==> config.mk <==
export PLATFORM = sky130hd
export DESIGN_NAME = fcw_ctrl
export DESIGN_NICKNAME = d
export VERILOG_FILES = /design/src/rtl/fcw_pkg.sv /design/src/rtl/fcw_ctrl.sv
export SDC_FILE = /design/constraint.sdc
export NUM_CORES = 1
export LEC_CHECK = 0
export ABC_AREA = 1
export BUFFER_PORTS_ARGS = -buffer_cell sky130_fd_sc_hd__buf_2
export CAP_MARGIN = 10
export CORE_AREA = 2 2 39 41
export CTS_CLUSTER_DIAMETER = 50
export CTS_CLUSTER_SIZE = 12
export DETAILED_ROUTE_END_ITERATION = 12
export DIE_AREA = 0 0 41 43
export HOLD_SLACK_MARGIN = 0.03
export PLACE_DENSITY = 0.37
export SYNTH_ARGS = -nofsm -noshare
export SYNTH_HDL_FRONTEND = slang
export SYNTH_SLANG_ARGS = --single-unit
==> constraint.sdc <==
create_clock -name i_clk -period 1.3 [get_ports i_clk]
set_input_delay 0.325 -clock i_clk [delete_from_list [all_inputs] [get_ports i_clk]]
set_output_delay 0.325 -clock i_clk [all_outputs]
set_load 0.02 [all_outputs]
==> src/rtl/fcw_pkg.sv <==
// Shared types and constants of the FAT16 cluster chain walker.
// Depends on nothing; every RTL file but fcw_ram and the macro header imports it.
package fcw_pkg;

    localparam int CMD_W = 2;
    localparam int IDX_W = 14;
    localparam int VAL_W = 16;
    localparam int CLU_W = 16;
    localparam int SEC_W = 32;
    localparam int ST_W  = 2;

    localparam int APB_AW = 5;
    localparam int APB_DW = 32;

    localparam logic [VAL_W-1:0] END_MARK  = 16'hFFFF;
    localparam logic [VAL_W-1:0] FREE_MARK = 16'h0000;

    typedef enum logic [CMD_W-1:0] {
        CMD_WRITE   = 2'd0,
        CMD_START   = 2'd1,
        CMD_ADVANCE = 2'd2
    } t_cmd;

    typedef enum logic [ST_W-1:0] {
        ST_OK          = 2'd0,
        ST_NO_CHAIN    = 2'd1,
        ST_BAD_CLUSTER = 2'd2
    } t_status;

    typedef enum logic [2:0] {
        REG_HIDDEN   = 3'd0,
        REG_RESERVED = 3'd1,
        REG_FAT_SIZE = 3'd2,
        REG_FAT_NUM  = 3'd3,
        REG_ROOT_ENT = 3'd4,
        REG_SPC      = 3'd5
    } t_reg_idx;

    typedef enum logic [2:0] {
        S_IDLE,
        S_WRITE,
        S_LOOK,
        S_EMIT,
        S_REJECT
    } t_state;

    // Volume geometry as held in the configuration registers
    typedef struct packed {
        logic [31:0] hidden;
        logic [15:0] reserved;
        logic [15:0] fat_size;
        logic [7:0]  fat_copies;
        logic [15:0] root_entries;
        logic [7:0]  spc;
    } t_geom;

    // Commands from the controller to the datapath
    typedef struct packed {
        logic capture;
        logic start;
        logic wr_en;
        logic rd_en;
        logic emit;
        logic reject;
    } t_dp_cmd;

    // Status from the datapath to the controller
    typedef struct packed {
        logic active;
        logic out_free;
    } t_dp_stat;

endpackage

==> src/rtl/fcw_ctrl.sv <==
// Controller state machine: sequences table writes, table lookups and results.
// Depends on fcw_pkg.
module fcw_ctrl (
    input  logic                      i_clk,
    input  logic                      i_rst_n,
    input  logic                      i_valid,
    input  logic [fcw_pkg::CMD_W-1:0] i_command,
    output logic                      o_ready,
    input  fcw_pkg::t_dp_stat         i_stat,
    output fcw_pkg::t_dp_cmd          o_cmd
);
    import fcw_pkg::*;

    t_state r_state;
    t_state n_state;
    t_cmd   w_cmd;

    assign w_cmd = t_cmd'(i_command);

    always_ff @(posedge i_clk) begin
        if (!i_rst_n) begin
            r_state <= S_IDLE;
        end else begin
            r_state <= n_state;
        end
    end

    always_comb begin
        n_state = r_state;
        unique case (r_state)
            S_IDLE: begin
                if (i_valid) begin
                    unique case (w_cmd)
                        CMD_WRITE:   n_state = S_WRITE;
                        CMD_START:   n_state = S_LOOK;
                        CMD_ADVANCE: n_state = i_stat.active ? S_LOOK : S_REJECT;
                        default:     n_state = S_IDLE;
                    endcase
                end
            end
            S_WRITE:  n_state = S_IDLE;
            S_LOOK:   n_state = S_EMIT;
            S_EMIT:   n_state = i_stat.out_free ? S_IDLE : S_EMIT;
            S_REJECT: n_state = i_stat.out_free ? S_IDLE : S_REJECT;
            default:  n_state = S_IDLE;
        endcase
    end

    always_comb begin
        o_ready = 1'b0;
        o_cmd   = '0;
        unique case (r_state)
            S_IDLE: begin
                o_ready       = 1'b1;
                o_cmd.capture = i_valid;
                o_cmd.start   = i_valid && (w_cmd == CMD_START);
            end
            S_WRITE:  o_cmd.wr_en  = 1'b1;
            S_LOOK:   o_cmd.rd_en  = 1'b1;
            S_EMIT:   o_cmd.emit   = i_stat.out_free;
            S_REJECT: o_cmd.reject = i_stat.out_free;
            default: begin
                o_cmd = '0;
            end
        endcase
    end
endmodule

Yosys cells after proc, flatten, opt, wreduce, memory -nomap -nowiden
Index checks and enable logic that the tools add are counted.

cells by class
  add/subtract/negate cells = 0
  mux-type cells = 12
  shifts and indexed selects = 0
  reductions and logical operators = 3
  $lt $le $gt $ge = 0
  divide/modulo/power cells = 0
  bitwise operators = 0
  multipliers = 0
  eq/ne operators = 7

operators with widths
  kind                                                 number
  one-hot mux 3 bit (4 select lines)                   1
  two-way mux 3 bit                                    3
  one-hot mux 3 bit (3 select lines)                   1
  equality test 3 x 2 -> 1 bit, second input constant  2
  two-way mux 1 bit                                    5
  two-way mux 2 bit                                    2
  equality test 3 x 1 -> 1 bit, second input constant  1
  equality test 3 bit, second input constant           1
  zero test 3 bit                                      1
  equality test 2 x 1 -> 1 bit, second input constant  1
  equality test 2 bit, second input constant           1
  zero test 2 bit                                      1
  inequality test 2 bit, second input constant         1
  logical AND 1 bit                                    1

word-level totals
  memories = 0
  ROM bits = 0
  output and inout port bits = 7
  input port bits = 7
  bits in writable memories = 0
  latch bits = 0
  flip-flop bits (word level) = 3

Longest topological paths before layout
  depth in word-level cells = 4
  depth in mapped cells = 6

Least setup slack after synthesis
No wires, ideal clock.

  path type = reg2out
  start = register r_state[1]
  end = output port o_cmd[4] (netlist bit)
  slack = -0.038 ns
  buffers on the path = 0
  cell stages (with the launch flop) = 4
  arrival = 1.013 ns
  cell sequence = dfxtp_1 > nor2_4 > nand2_2 > nor3_1

RTL lines
  what                      line            source
  start: declaration        fcw_ctrl.sv:14  t_state r_state;
  start signal: assignment  fcw_ctrl.sv:24  r_state <= n_state;
  end: declaration          fcw_ctrl.sv:10  output fcw_pkg::t_dp_cmd o_cmd

==> results.py <==
metrics = {
    "die": {
        "die_h_um": 43,
        "pin_count": 14,
        "num_rows": 14,
        "core-area_um2": 1380,
        "die_x_um": 41,
        "start_util_pct": 16.1,
        "die-area_um2": 1760,
    },
    "clocking": {
        "clk_pin_slew_ns": 0.04,
        "numCtsBuffers": 3,
        "clock_sinks": 3,
        "root_buffer": "clkbuf_4",
        "cts_tree": "yes",
        "htree_levels": 1,
        "clk_latency_ns": 0.23,
        "cts_buffer_depth": 2,
    },
    "cells_and_area": {
        "max_flop_register": "r_state",
        "layout_common_cells": "buf_4, nand2_1, nor2_1",
        "top_regs": "r_state: 3 flops",
        "diodes": 0,
        "nFillCells": 165,
        "layout_commonest_cell": "buf_4",
        "largest_register_ffs": 3,
        "fin_nets": 65,
        "syn2layout_area_growth_pct": 80.3,
        "fin_cells": 73,
        "drive_gt1_share_pct": 56.1,
    },
    "drt": {
        "drt_iter0_drc": 3,
        "drc": 0,
        "viasPerCell": 3.79,
        "totalWireLength_um": 580,
        "ant_nets": 0,
        "first_pass_iters": 3,
        "via_count": 277,
        "routedWlPerCell_um": 7.95,
    },
    "job": {
        "max_cap_viol_count": 0,
    },
    "critical_path": {
        "crit_type": "reg -> out",
        "cp_data_arrival_time_ns": 1.05,
        "r2r_start": "r_state[0]",
        "r2r-end": "r_state[0]",
        "start_kind": "flip-flop",
        "reg2regPathDepth": 7,
        "worst-path-max-fanout": 4,
        "critPathRequiredTime_ns": 0.98,
        "r2r_setup_slack_ns": 0.24,
        "end_kind": "primary output",
    },
    "pwr": {
        "power_density_nw_per_um2": 976,
        "leakage_nw": 0.208,
        "finalPower_mw": 0.392,
        "p_sw_mw": 0.122,
        "power_frac_comb_pct": 31.5,
        "p_clk_share_pct": 41.4,
        "power_frac_seq_pct": 27.1,
        "swShare_pct": 31.1,
        "worst_ir_drop_vdd_mv": 0.445,
        "p_int_mw": 0.270,
    },
    "global_routing": {
        "grt_use_total_pct": 8.22,
        "antenna_found_initial": 0,
        "grt_first_pass_wirelength_um": 917,
        "gr-total-overflow": 0,
        "grt_pass1_vias": 271,
        "grt_max_degree": 5,
    },
    "synth": {
        "syn_area_per_cell_um2": 6.02,
        "synth_nets": 44,
        "syn_inst": 37,
        "yosys_warnings": 0,
        "yosysSeqAreaShare_pct": 27.0,
        "ys_ff_latch": 3,
        "ys_types": 15,
        "syn-cell-area_um2": 223,
    },
    "timing": {
        "setup_violations": 3,
        "finalClockSkew_ns": 0.00203,
        "clock.fmax_ghz": 0.728,
        "period_minus_slack_ns": 1.37,
        "finalSetupTns_ns": -0.191,
        "rsz0062_at_grt": "true",
        "fin_ws_ns": -0.0733,
        "hold_viol_final": 0,
        "post-route-period-util_pct": 106,
        "relSlewSlack_pct": 91.7,
        "tightest_slew_ns": 0.124,
        "slew_violations": 0,
        "hold-worst-slack_ns": 0.350,
    },
    "placement": {
        "placed_cells": 66,
        "dp_hpwl_um": 465,
        "dp_slack_ns": 0.0758,
        "port_buffers": 13,
        "place.gp.congestion": 0.713,
    },
    "status": {
        "violations": "setup timing",
        "run_status": "finished, violations left",
    },
    "worst_hold_path": {
        "hold_depth": 3,
        "hold_end": "r_state[1]",
        "worstHoldStart": "i_rst_n",
        "hold_path.class": "in -> reg",
    },
}
power groups by stage:
stage / Sequential [mW] / Clock (mW) / Combinational [mW]
2_1_floorplan: 0.104 / 0 / 0.0666
3_3_place_gp: 0.106 / 0 / 0.0978
3_5_place_dp: 0.105 / 0 / 0.0983
4_1_cts: 0.106 / 0.171 / 0.124
5_1_grt: 0.107 / 0.192 / 0.136
6_report: 0.106 / 0.162 / 0.124
stage by stage:
| stage | util (%) | area, µm² |
|---|---|---|
| 6_report | 29.0 | 402 |
| 5_1_grt | 29.0 | 402 |
| 4_1_cts | 28.7 | 397 |
| 3_5_place_dp | 22.6 | 313 |
| 3_3_place_gp | 22.6 | 313 |
| 2_1_floorplan | - | 228 |
critical path, stage by stage (launching register included):
cell     delay, ns
dfxtp_2       0.33
nor2_4        0.15
nand2_4       0.08
nor3_2        0.10
buf_4         0.16
Yosys cell counts:
library cell | count | area [µm²]
nor2_2 | 1 | 6.26
nor3b_1 | 1 | 7.51
nand2_1 | 9 | 33.8
dfxtp_1 | 3 | 60.1
a21oi_1 | 1 | 5.00
nand2_2 | 2 | 12.5
nor2_1 | 7 | 26.3
nor3_1 | 1 | 5.00
nand3_1 | 2 | 10.0
inv_2 | 1 | 3.75
nand4_1 | 1 | 6.26
a21oi_2 | 1 | 8.76
inv_1 | 5 | 18.8
nand3b_1 | 1 | 7.51
nor2_4 | 1 | 11.3
area by class of cell:
| class | instances | area (µm²) | area share (%) |
|---|---|---|---|
| Multi-Input combinational cell | 28 | 158 | 39.3 |
| Timing Repair Buffer | 16 | 109 | 27.1 |
| Clock buffer | 4 | 26.3 | 6.54 |
| Sequential cell | 3 | 63.8 | 15.9 |
| Inverter | 6 | 25.0 | 6.23 |
| Tap cell | 16 | 20.0 | 4.98 |
kinds of logic (layout without fill, tap and decap cells):
family	count (synthesis)	in the layout	synth area share [%]
buffers and inverters	6	26	10.1
flip-flops	3	3	27.0
AND/OR/NAND/NOR	26	26	56.7
AO/OA/AOI/OAI	2	2	6.18
metal layers:
metal  GRT usage [%]  share of wire, %  vias up
li1                -                 -      155
met4            2.00                 0        0
met5               0                 0        -
met1            7.35                47      115
met2            12.8                48        7
met3            7.85               4.3        0
how the worst max path moves through the flow:
stage | start | end | slack (ns)
2_1_floorplan | r_state[0] | o_cmd[3] | 0.04
3_3_place_gp | i_command[1] | o_cmd[4] | 0.09
3_5_place_dp | i_command[1] | o_cmd[4] | 0.08
4_1_cts | r_state[0] | o_cmd[4] | -0.09
5_1_grt | r_state[0] | o_cmd[0] | -0.14
6_report | r_state[0] | o_cmd[4] | -0.07
timing repair:
item / in CTS / in global routing
buffers inserted: 3 / 0
hold buffers: 0 / 0
gates resized for setup: 14 / 2
pin swaps: 1 / 0
endpoints found under the setup margin: 7 / 7
(Power assumes the default switching activity.)
