===== config.mk =====
export PLATFORM = sky130hd
export DESIGN_NAME = fcw_cfg
export DESIGN_NICKNAME = d
export VERILOG_FILES = /design/src/rtl/fcw_pkg.sv /design/src/rtl/fcw_cfg.sv
export SDC_FILE = /design/constraint.sdc
export NUM_CORES = 1
export LEC_CHECK = 0
export BUFFER_PORTS_ARGS = -buffer_cell sky130_fd_sc_hd__clkbuf_2
export CAP_MARGIN = 20
export CORE_MARGIN = 2
export CORE_UTILIZATION = 30
export DETAILED_ROUTE_END_ITERATION = 12
export HOLD_SLACK_MARGIN = 0.05
export PLACE_DENSITY_LB_ADDON = 0.3
export SETUP_SLACK_MARGIN = 0.4
export SLEW_MARGIN = 30
export SYNTH_ARGS = -nofsm -noshare
export SYNTH_HDL_FRONTEND = slang
export SYNTH_SLANG_ARGS = --single-unit

===== constraint.sdc =====
create_clock -name i_clk -period 1.5 [get_ports i_clk]
set_input_delay 0.15 -clock i_clk [delete_from_list [all_inputs] [get_ports i_clk]]
set_output_delay 0.15 -clock i_clk [all_outputs]
set_load 0.1 [all_outputs]

===== src/rtl/fcw_pkg.sv =====
// Shared types and constants of the FAT16 cluster chain walker.
// Depends on nothing; every RTL file but fcw_ram and the macro header imports it.
package fcw_pkg;

    localparam int CMD_W = 2;
    localparam int IDX_W = 14;
    localparam int VAL_W = 16;
    localparam int CLU_W = 16;
    localparam int SEC_W = 32;
    localparam int ST_W  = 2;

    localparam int APB_AW = 5;
    localparam int APB_DW = 32;

    localparam logic [VAL_W-1:0] END_MARK  = 16'hFFFF;
    localparam logic [VAL_W-1:0] FREE_MARK = 16'h0000;

    typedef enum logic [CMD_W-1:0] {
        CMD_WRITE   = 2'd0,
        CMD_START   = 2'd1,
        CMD_ADVANCE = 2'd2
    } t_cmd;

    typedef enum logic [ST_W-1:0] {
        ST_OK          = 2'd0,
        ST_NO_CHAIN    = 2'd1,
        ST_BAD_CLUSTER = 2'd2
    } t_status;

    typedef enum logic [2:0] {
        REG_HIDDEN   = 3'd0,
        REG_RESERVED = 3'd1,
        REG_FAT_SIZE = 3'd2,
        REG_FAT_NUM  = 3'd3,
        REG_ROOT_ENT = 3'd4,
        REG_SPC      = 3'd5
    } t_reg_idx;

    typedef enum logic [2:0] {
        S_IDLE,
        S_WRITE,
        S_LOOK,
        S_EMIT,
        S_REJECT
    } t_state;

    // Volume geometry as held in the configuration registers
    typedef struct packed {
        logic [31:0] hidden;
        logic [15:0] reserved;
        logic [15:0] fat_size;
        logic [7:0]  fat_copies;
        logic [15:0] root_entries;
        logic [7:0]  spc;
    } t_geom;

    // Commands from the controller to the datapath
    typedef struct packed {
        logic capture;
        logic start;
        logic wr_en;
        logic rd_en;
        logic emit;
        logic reject;
    } t_dp_cmd;

    // Status from the datapath to the controller
    typedef struct packed {
        logic active;
        logic out_free;
    } t_dp_stat;

endpackage


===== src/rtl/fcw_cfg.sv =====
// APB register file holding the volume geometry.
// Depends on fcw_pkg.
module fcw_cfg (
    input  logic                       i_clk,
    input  logic                       i_rst_n,
    input  logic                       psel,
    input  logic                       penable,
    input  logic                       pwrite,
    input  logic [fcw_pkg::APB_AW-1:0] paddr,
    input  logic [fcw_pkg::APB_DW-1:0] pwdata,
    output logic [fcw_pkg::APB_DW-1:0] prdata,
    output logic                       pready,
    output fcw_pkg::t_geom             o_geom
);
    import fcw_pkg::*;

    t_geom    r_geom;
    t_reg_idx w_idx;
    logic     w_wr;

    assign w_idx  = t_reg_idx'(paddr[APB_AW-1:2]);
    assign w_wr   = psel && penable && pwrite;
    assign pready = 1'b1;
    assign o_geom = r_geom;

    always_ff @(posedge i_clk) begin
        if (!i_rst_n) begin
            r_geom.hidden       <= 32'd0;
            r_geom.reserved     <= 16'd1;
            r_geom.fat_size     <= 16'd0;
            r_geom.fat_copies   <= 8'd2;
            r_geom.root_entries <= 16'd512;
            r_geom.spc          <= 8'd1;
        end else if (w_wr) begin
            unique case (w_idx)
                REG_HIDDEN:   r_geom.hidden       <= pwdata;
                REG_RESERVED: r_geom.reserved     <= pwdata[15:0];
                REG_FAT_SIZE: r_geom.fat_size     <= pwdata[15:0];
                REG_FAT_NUM:  r_geom.fat_copies   <= pwdata[7:0];
                REG_ROOT_ENT: r_geom.root_entries <= pwdata[15:0];
                REG_SPC:      r_geom.spc          <= pwdata[7:0];
                default: begin
                    // drop writes beyond the register list
                end
            endcase
        end
    end

    always_comb begin
        unique case (w_idx)
            REG_HIDDEN:   prdata = r_geom.hidden;
            REG_RESERVED: prdata = {16'd0, r_geom.reserved};
            REG_FAT_SIZE: prdata = {16'd0, r_geom.fat_size};
            REG_FAT_NUM:  prdata = {24'd0, r_geom.fat_copies};
            REG_ROOT_ENT: prdata = {16'd0, r_geom.root_entries};
            REG_SPC:      prdata = {24'd0, r_geom.spc};
            default:      prdata = '0;
        endcase
    end
endmodule


# After elaboration in Yosys (flattened, before gate mapping)
# Index checks and enable logic that the tools add are counted.
dict set report totals {
  output_inout_bits 129
  regBits 96
  elab_cells 21
  in_bits 42
}
dict set report classes {
  n_reduce_logical 9
  eq_ne 5
  muxes 1
}
# operator n
set op_table {}
lappend op_table {{$pmux 32 s6} 1}
lappend op_table {{$reduce_and 2->1} 6}
lappend op_table {{$eq 3x2->1 const B} 2}
lappend op_table {{$eq 3x3->1 const B} 2}
lappend op_table {{$eq 3x1->1 const B} 1}
lappend op_table {{$logic_not 3->1} 1}
lappend op_table {{$logic_and 1x1->1} 2}

# Logic depth before layout (Yosys ltp)
dict set report logic_depth {
  depth_word 3
  mapped_depth 6
  ltp_nobuf 3
}

# Least setup slack after synthesis
# No wires, ideal clock.
dict set report synth_path {
  kind {flip-flop to output port}
  startpoint {register r_geom, in the netlist o_geom[49]}
  endpoint {output prdata[1] in the netlist's numbering}
  required_ps 1350
  arrival_ps 3453
  slack_ps -2103
  path_buffers 0
  path_stages_with_launch 4
  path_cell_list {dfxtp_1 -> mux2_2 -> a22oi_1 -> o21ai_0}
}
dict set report synth_via {
  elab_chain_cells 1
}
# element line
set synth_rtl {}
lappend synth_rtl {{from (decl)} fcw_cfg.sv:17} ;# t_geom r_geom;
lappend synth_rtl {{$pmux 32 s6} fcw_cfg.sv:50} ;# unique case (w_idx)
lappend synth_rtl {{to (decl)} fcw_cfg.sv:11} ;# output logic [fcw_pkg::APB_DW-1:0] prdata,
# Every way passes these cells.

# Worst setup path in the final report
dict set report layout_path {
  startpoint {register r_geom, in the netlist o_geom[70]}
  endpoint {output prdata[6] in the netlist's numbering}
}
# The elaborated chain is that of the path after synthesis.

==> results.rst <==
.. list-table::
   :header-rows: 1

   * - Metric
     - Value
   * - Share of layout cells above drive strength 1
     - 58.36%
   * - Reported max-cap violation count
     - 0
   * - Die width
     - 125.0 um
   * - Layout overhead on the synthesized area
     - 109.8%
   * - Hold violation total from the final report
     - 0
   * - Final std cell area, no fill
     - just over 9000 um^2
   * - Sink count of the clock tree
     - 96
   * - Delay of the slowest critical-path stage
     - about 0.34 ns
   * - Distinct cells, synth
     - 33
   * - Remaining number of nets flagged by the antenna check after routing
     - 0
   * - Aggregate routed wire length
     - around 17 mm
   * - Data required time at the worst endpoint
     - between 1 and 1.5 ns
   * - Largest fanout of any net on the critical path
     - 2
   * - Pwr per Cell Area
     - between 500 and 600 nW/um^2
   * - Post-synthesis register bit count
     - 96
   * - DR vias
     - 4391
   * - Source of the worst register-to-register timing path
     - o_geom[53]
   * - Xor/xnor cell area share of the yosys netlist
     - 0%
   * - Combined area of the multi-input logic cells
     - around 2500 um^2
   * - Sequential element share of the synthesized area
     - between 40% and 50%
   * - Ordered cell list for the critical path
     - mux2_4 > a221oi_2 > buf_4 > a21oi_4 > buf_12
   * - Number of design-rule violations left by the first detailed-router iteration
     - around 230
   * - Result of the run
     - finished, violations left
   * - Setup Skew
     - 0 ns
   * - Average instance area after synthesis
     - approximately 9.5 um^2
   * - Endpoints failing setup
     - 8
   * - Slew @ Worst Pin
     - between 0.6 and 0.7 ns
   * - Clock latency on the worst-skew pair
     - about 0.34 ns
   * - Multiplexer share of the synthesized area
     - between 20% and 30%
   * - Number of nets produced by synthesis
     - slightly above 500
   * - Overall die area
     - between 15000 and 20000 um^2
   * - Mean number of vias per cell
     - slightly below 5
   * - H-tree depth reported by CTS
     - 3
   * - Num CTS Buffers
     - 9
   * - Worst max-slew margin expressed relative to the limit
     - between 50% and 60%
   * - R2r endpoint
     - o_geom[53]
   * - Final-report max-slew violation count
     - 0
   * - Gate Count Post-Synth
     - roughly 460
   * - Leakage
     - between 3 and 4 nW
   * - I/O Buffers
     - roughly 170
   * - Post-synthesis adder-cell area fraction
     - 0%
   * - Violations in the final reports
     - setup timing
   * - Most common cell after layout, fill and taps aside
     - sky130_fd_sc_hd__nand2_1
   * - Complex-gate fraction of the synthesized area
     - 5.295%
   * - Io pins
     - 171
   * - Path depth of the worst reg2reg path
     - 5
   * - Pin count of the biggest net entering global routing
     - 75
   * - Initial standard-cell utilization of the core
     - a little over 30%
   * - Worst hold path stage count
     - 3
   * - Start point of the worst min-delay path
     - pwdata[17]
   * - Unrepaired setup endpoints after global routing
     - true
   * - Diodes inserted
     - 0
   * - Flip-flop and latch area
     - roughly 2200 um^2
   * - Core Rows
     - 44
   * - Placed standard-cell area
     - between 6000 and 7000 um^2
   * - F_max
     - approximately 600 MHz
   * - Detailed Routing Iterations Pass 1
     - 5
   * - Clk pin slew, worst setup/hold paths
     - ~0.06 ns
   * - First-pass GRT wire length
     - between 20 and 30 mm
   * - Aggregate global-route resource usage
     - between 20% and 30%
   * - Core Region
     - between 10000 and 15000 um^2
   * - Yosys Warn Count
     - 0
   * - Slack of the critical path
     - -0.2071 ns
   * - Count of fill cells added during filler insertion
     - slightly above 1k
   * - Area share of the largest cell type after synthesis
     - between 40% and 50%
   * - Maximum vdd ir drop
     - around 0.00052 V
   * - Final-stage net count
     - around 740
   * - Max FFs per register
     - 96
   * - Routability Congestion
     - 0.7746
   * - Root Buffer Master
     - sky130_fd_sc_hd__clkbuf_16
   * - Largest family of logic cells by synthesized area
     - multiplexers
   * - Cell with the largest stage delay on the worst path
     - sky130_fd_sc_hd__dfxtp_4
   * - Netlist Area Pre-Place
     - 4395 um^2
   * - Grt total ovfl
     - 0
   * - Height of the die
     - between 100 and 150 um
   * - Element type at the critical path end
     - output pin
   * - TritonCTS clock tree
     - yes
   * - Data arrival time at the worst-slack endpoint
     - between 1.5 and 2 ns
   * - Final min period
     - between 1.5 and 2 ns
   * - Reg-to-reg setup timing slack
     - about 0.56 ns
   * - Number of buffers between clock root and the deepest sink
     - 2
   * - Worst hold margin
     - approximately 0.055 ns
   * - Hold Crit Endpoint
     - o_geom[81]
   * - Core occupancy in the finished layout
     - a little under two thirds
   * - Placed wire-length estimate
     - about 10 mm
   * - Sum Neg Setup Slack
     - -0.7890 ns
   * - Simple-Gate Fraction of Synth Area
     - 18.67%
   * - WL per Instance
     - ~19 um
   * - Type of the most critical hold path
     - in2reg
   * - Most area-consuming cells after synthesis
     - sky130_fd_sc_hd__dfxtp_1 (44%), sky130_fd_sc_hd__mux2i_1 (26%), sky130_fd_sc_hd__nand2_1 (11%)
   * - Period utilisation layout
     - 113.8%
   * - Cell taking the most area after synthesis
     - sky130_fd_sc_hd__dfxtp_1
   * - Startpoint-to-endpoint class of the critical path
     - reg2out
   * - Highest-count cells in the layout ignoring fill and taps
     - sky130_fd_sc_hd__nand2_1 (133), sky130_fd_sc_hd__mux2i_1 (107), sky130_fd_sc_hd__dfxtp_4 (69)
   * - Type of origin of the critical path
     - flip-flop
   * - Number of remaining DRC errors
     - 0
   * - Initial antenna violation count
     - 0
   * - Via count of the first global-routing pass
     - between 4k and 5k
kinds of logic after synthesis:
kind of cell | Yosys count
flip-flops | 96
other | 1
AO/OA/AOI/OAI | 32
buffers and inverters | 36
AND/OR/NAND/NOR | 179
multiplexers | 120
worst max path at each step:
stage / start / to / slack [ns] / depth (start not counted)
floorplan: paddr[3] / prdata[10] / -0.80 / 5
global placement: paddr[3] / o_geom[64] / -0.06 / 6
detailed placement: paddr[3] / o_geom[87] / -0.17 / 6
CTS: o_geom[71] / prdata[7] / -0.20 / 5
global route: o_geom[71] / prdata[7] / -0.29 / 5
finish: o_geom[70] / prdata[6] / -0.21 / 5
synthesized netlist by cell type:
library cell,n
sky130_fd_sc_hd__nand2_1,133
sky130_fd_sc_hd__mux2i_1,112
sky130_fd_sc_hd__dfxtp_1,96
sky130_fd_sc_hd__and2_1,17
sky130_fd_sc_hd__clkbuf_1,17
sky130_fd_sc_hd__o211ai_1,9
sky130_fd_sc_hd__mux2_2,8
sky130_fd_sc_hd__nand3_1,8
sky130_fd_sc_hd__buf_6,7
sky130_fd_sc_hd__a22oi_1,5
sky130_fd_sc_hd__buf_2,5
sky130_fd_sc_hd__o21ai_0,5
sky130_fd_sc_hd__nor2b_1,4
sky130_fd_sc_hd__a21oi_1,3
sky130_fd_sc_hd__a221oi_1,3
sky130_fd_sc_hd__buf_4,3
sky130_fd_sc_hd__nand2b_1,3
sky130_fd_sc_hd__nor2_2,3
sky130_fd_sc_hd__o221ai_1,3
sky130_fd_sc_hd__or3_1,3
sky130_fd_sc_hd__a2bb2oi_1,2
sky130_fd_sc_hd__inv_1,2
sky130_fd_sc_hd__nor2_4,2
sky130_fd_sc_hd__o311ai_0,2
sky130_fd_sc_hd__buf_1,1
sky130_fd_sc_hd__clkinv_1,1
sky130_fd_sc_hd__conb_1,1
sky130_fd_sc_hd__nand4_1,1
sky130_fd_sc_hd__nand4b_4,1
sky130_fd_sc_hd__nor3_4,1
sky130_fd_sc_hd__nor3b_2,1
sky130_fd_sc_hd__or2_1,1
sky130_fd_sc_hd__or2_2,1
metal layers:
layer  GRT usage (%)  up-vias  wire length [um]
met5               0        -                 0
met4           4.967        0               199
met3           5.948       19               849
met2           37.56      133              8979
met1           23.30     2178              6572
li1                -     2061                 -
through the flow:
stage / total power, mW / setup WS [ns] / std cells
floorplan: 3.058 / -0.7986 / 464
global placement: 3.275 / -0.06036 / 818
detailed placement: 3.284 / -0.1687 / 818
CTS: 5.554 / -0.1981 / 876
global route: 5.741 / -0.2861 / 890
finish: 5.523 / -0.2071 / 890
cell type report:
| class | instances | area share (%) |
|---|---|---|
| clock inverters | 5 | 0.2443 |
| inverters | 3 | 0.1221 |
| well taps | 184 | 2.497 |
| clock buffers | 11 | 2.633 |
| repair buffers | 258 | 42.86 |
| multi-input cells | 333 | 27.63 |
| flip-flops and latches | 96 | 24.02 |
report_power, final:
part	total, mW	internal [mW]	switching, mW
Sequential	2.48	2.45	0.0244
Clock	2.11	1.15	0.963
Combinational	0.931	0.391	0.540
Total	5.52	4.00	1.53
repair_timing:
action / 4_1_cts / 5_1_grt
hold buffers: 15 / 0
resized for setup: 292 / 93
hold endpoints to repair: 15 / 0
buffers inserted: 22 / 14
cloned: 5 / 0
pin swaps: 14 / 17
setup endpoints to repair: 223 / 172
critical path: cells and delay by family, from the launching register on:
family,cells,cell delay [ns]
DFF,1,0.34
buffers and inverters,2,0.34
muxes,1,0.27
AOI/OAI and AO/OA,2,0.26
Power figures use the tool's default switching activity.
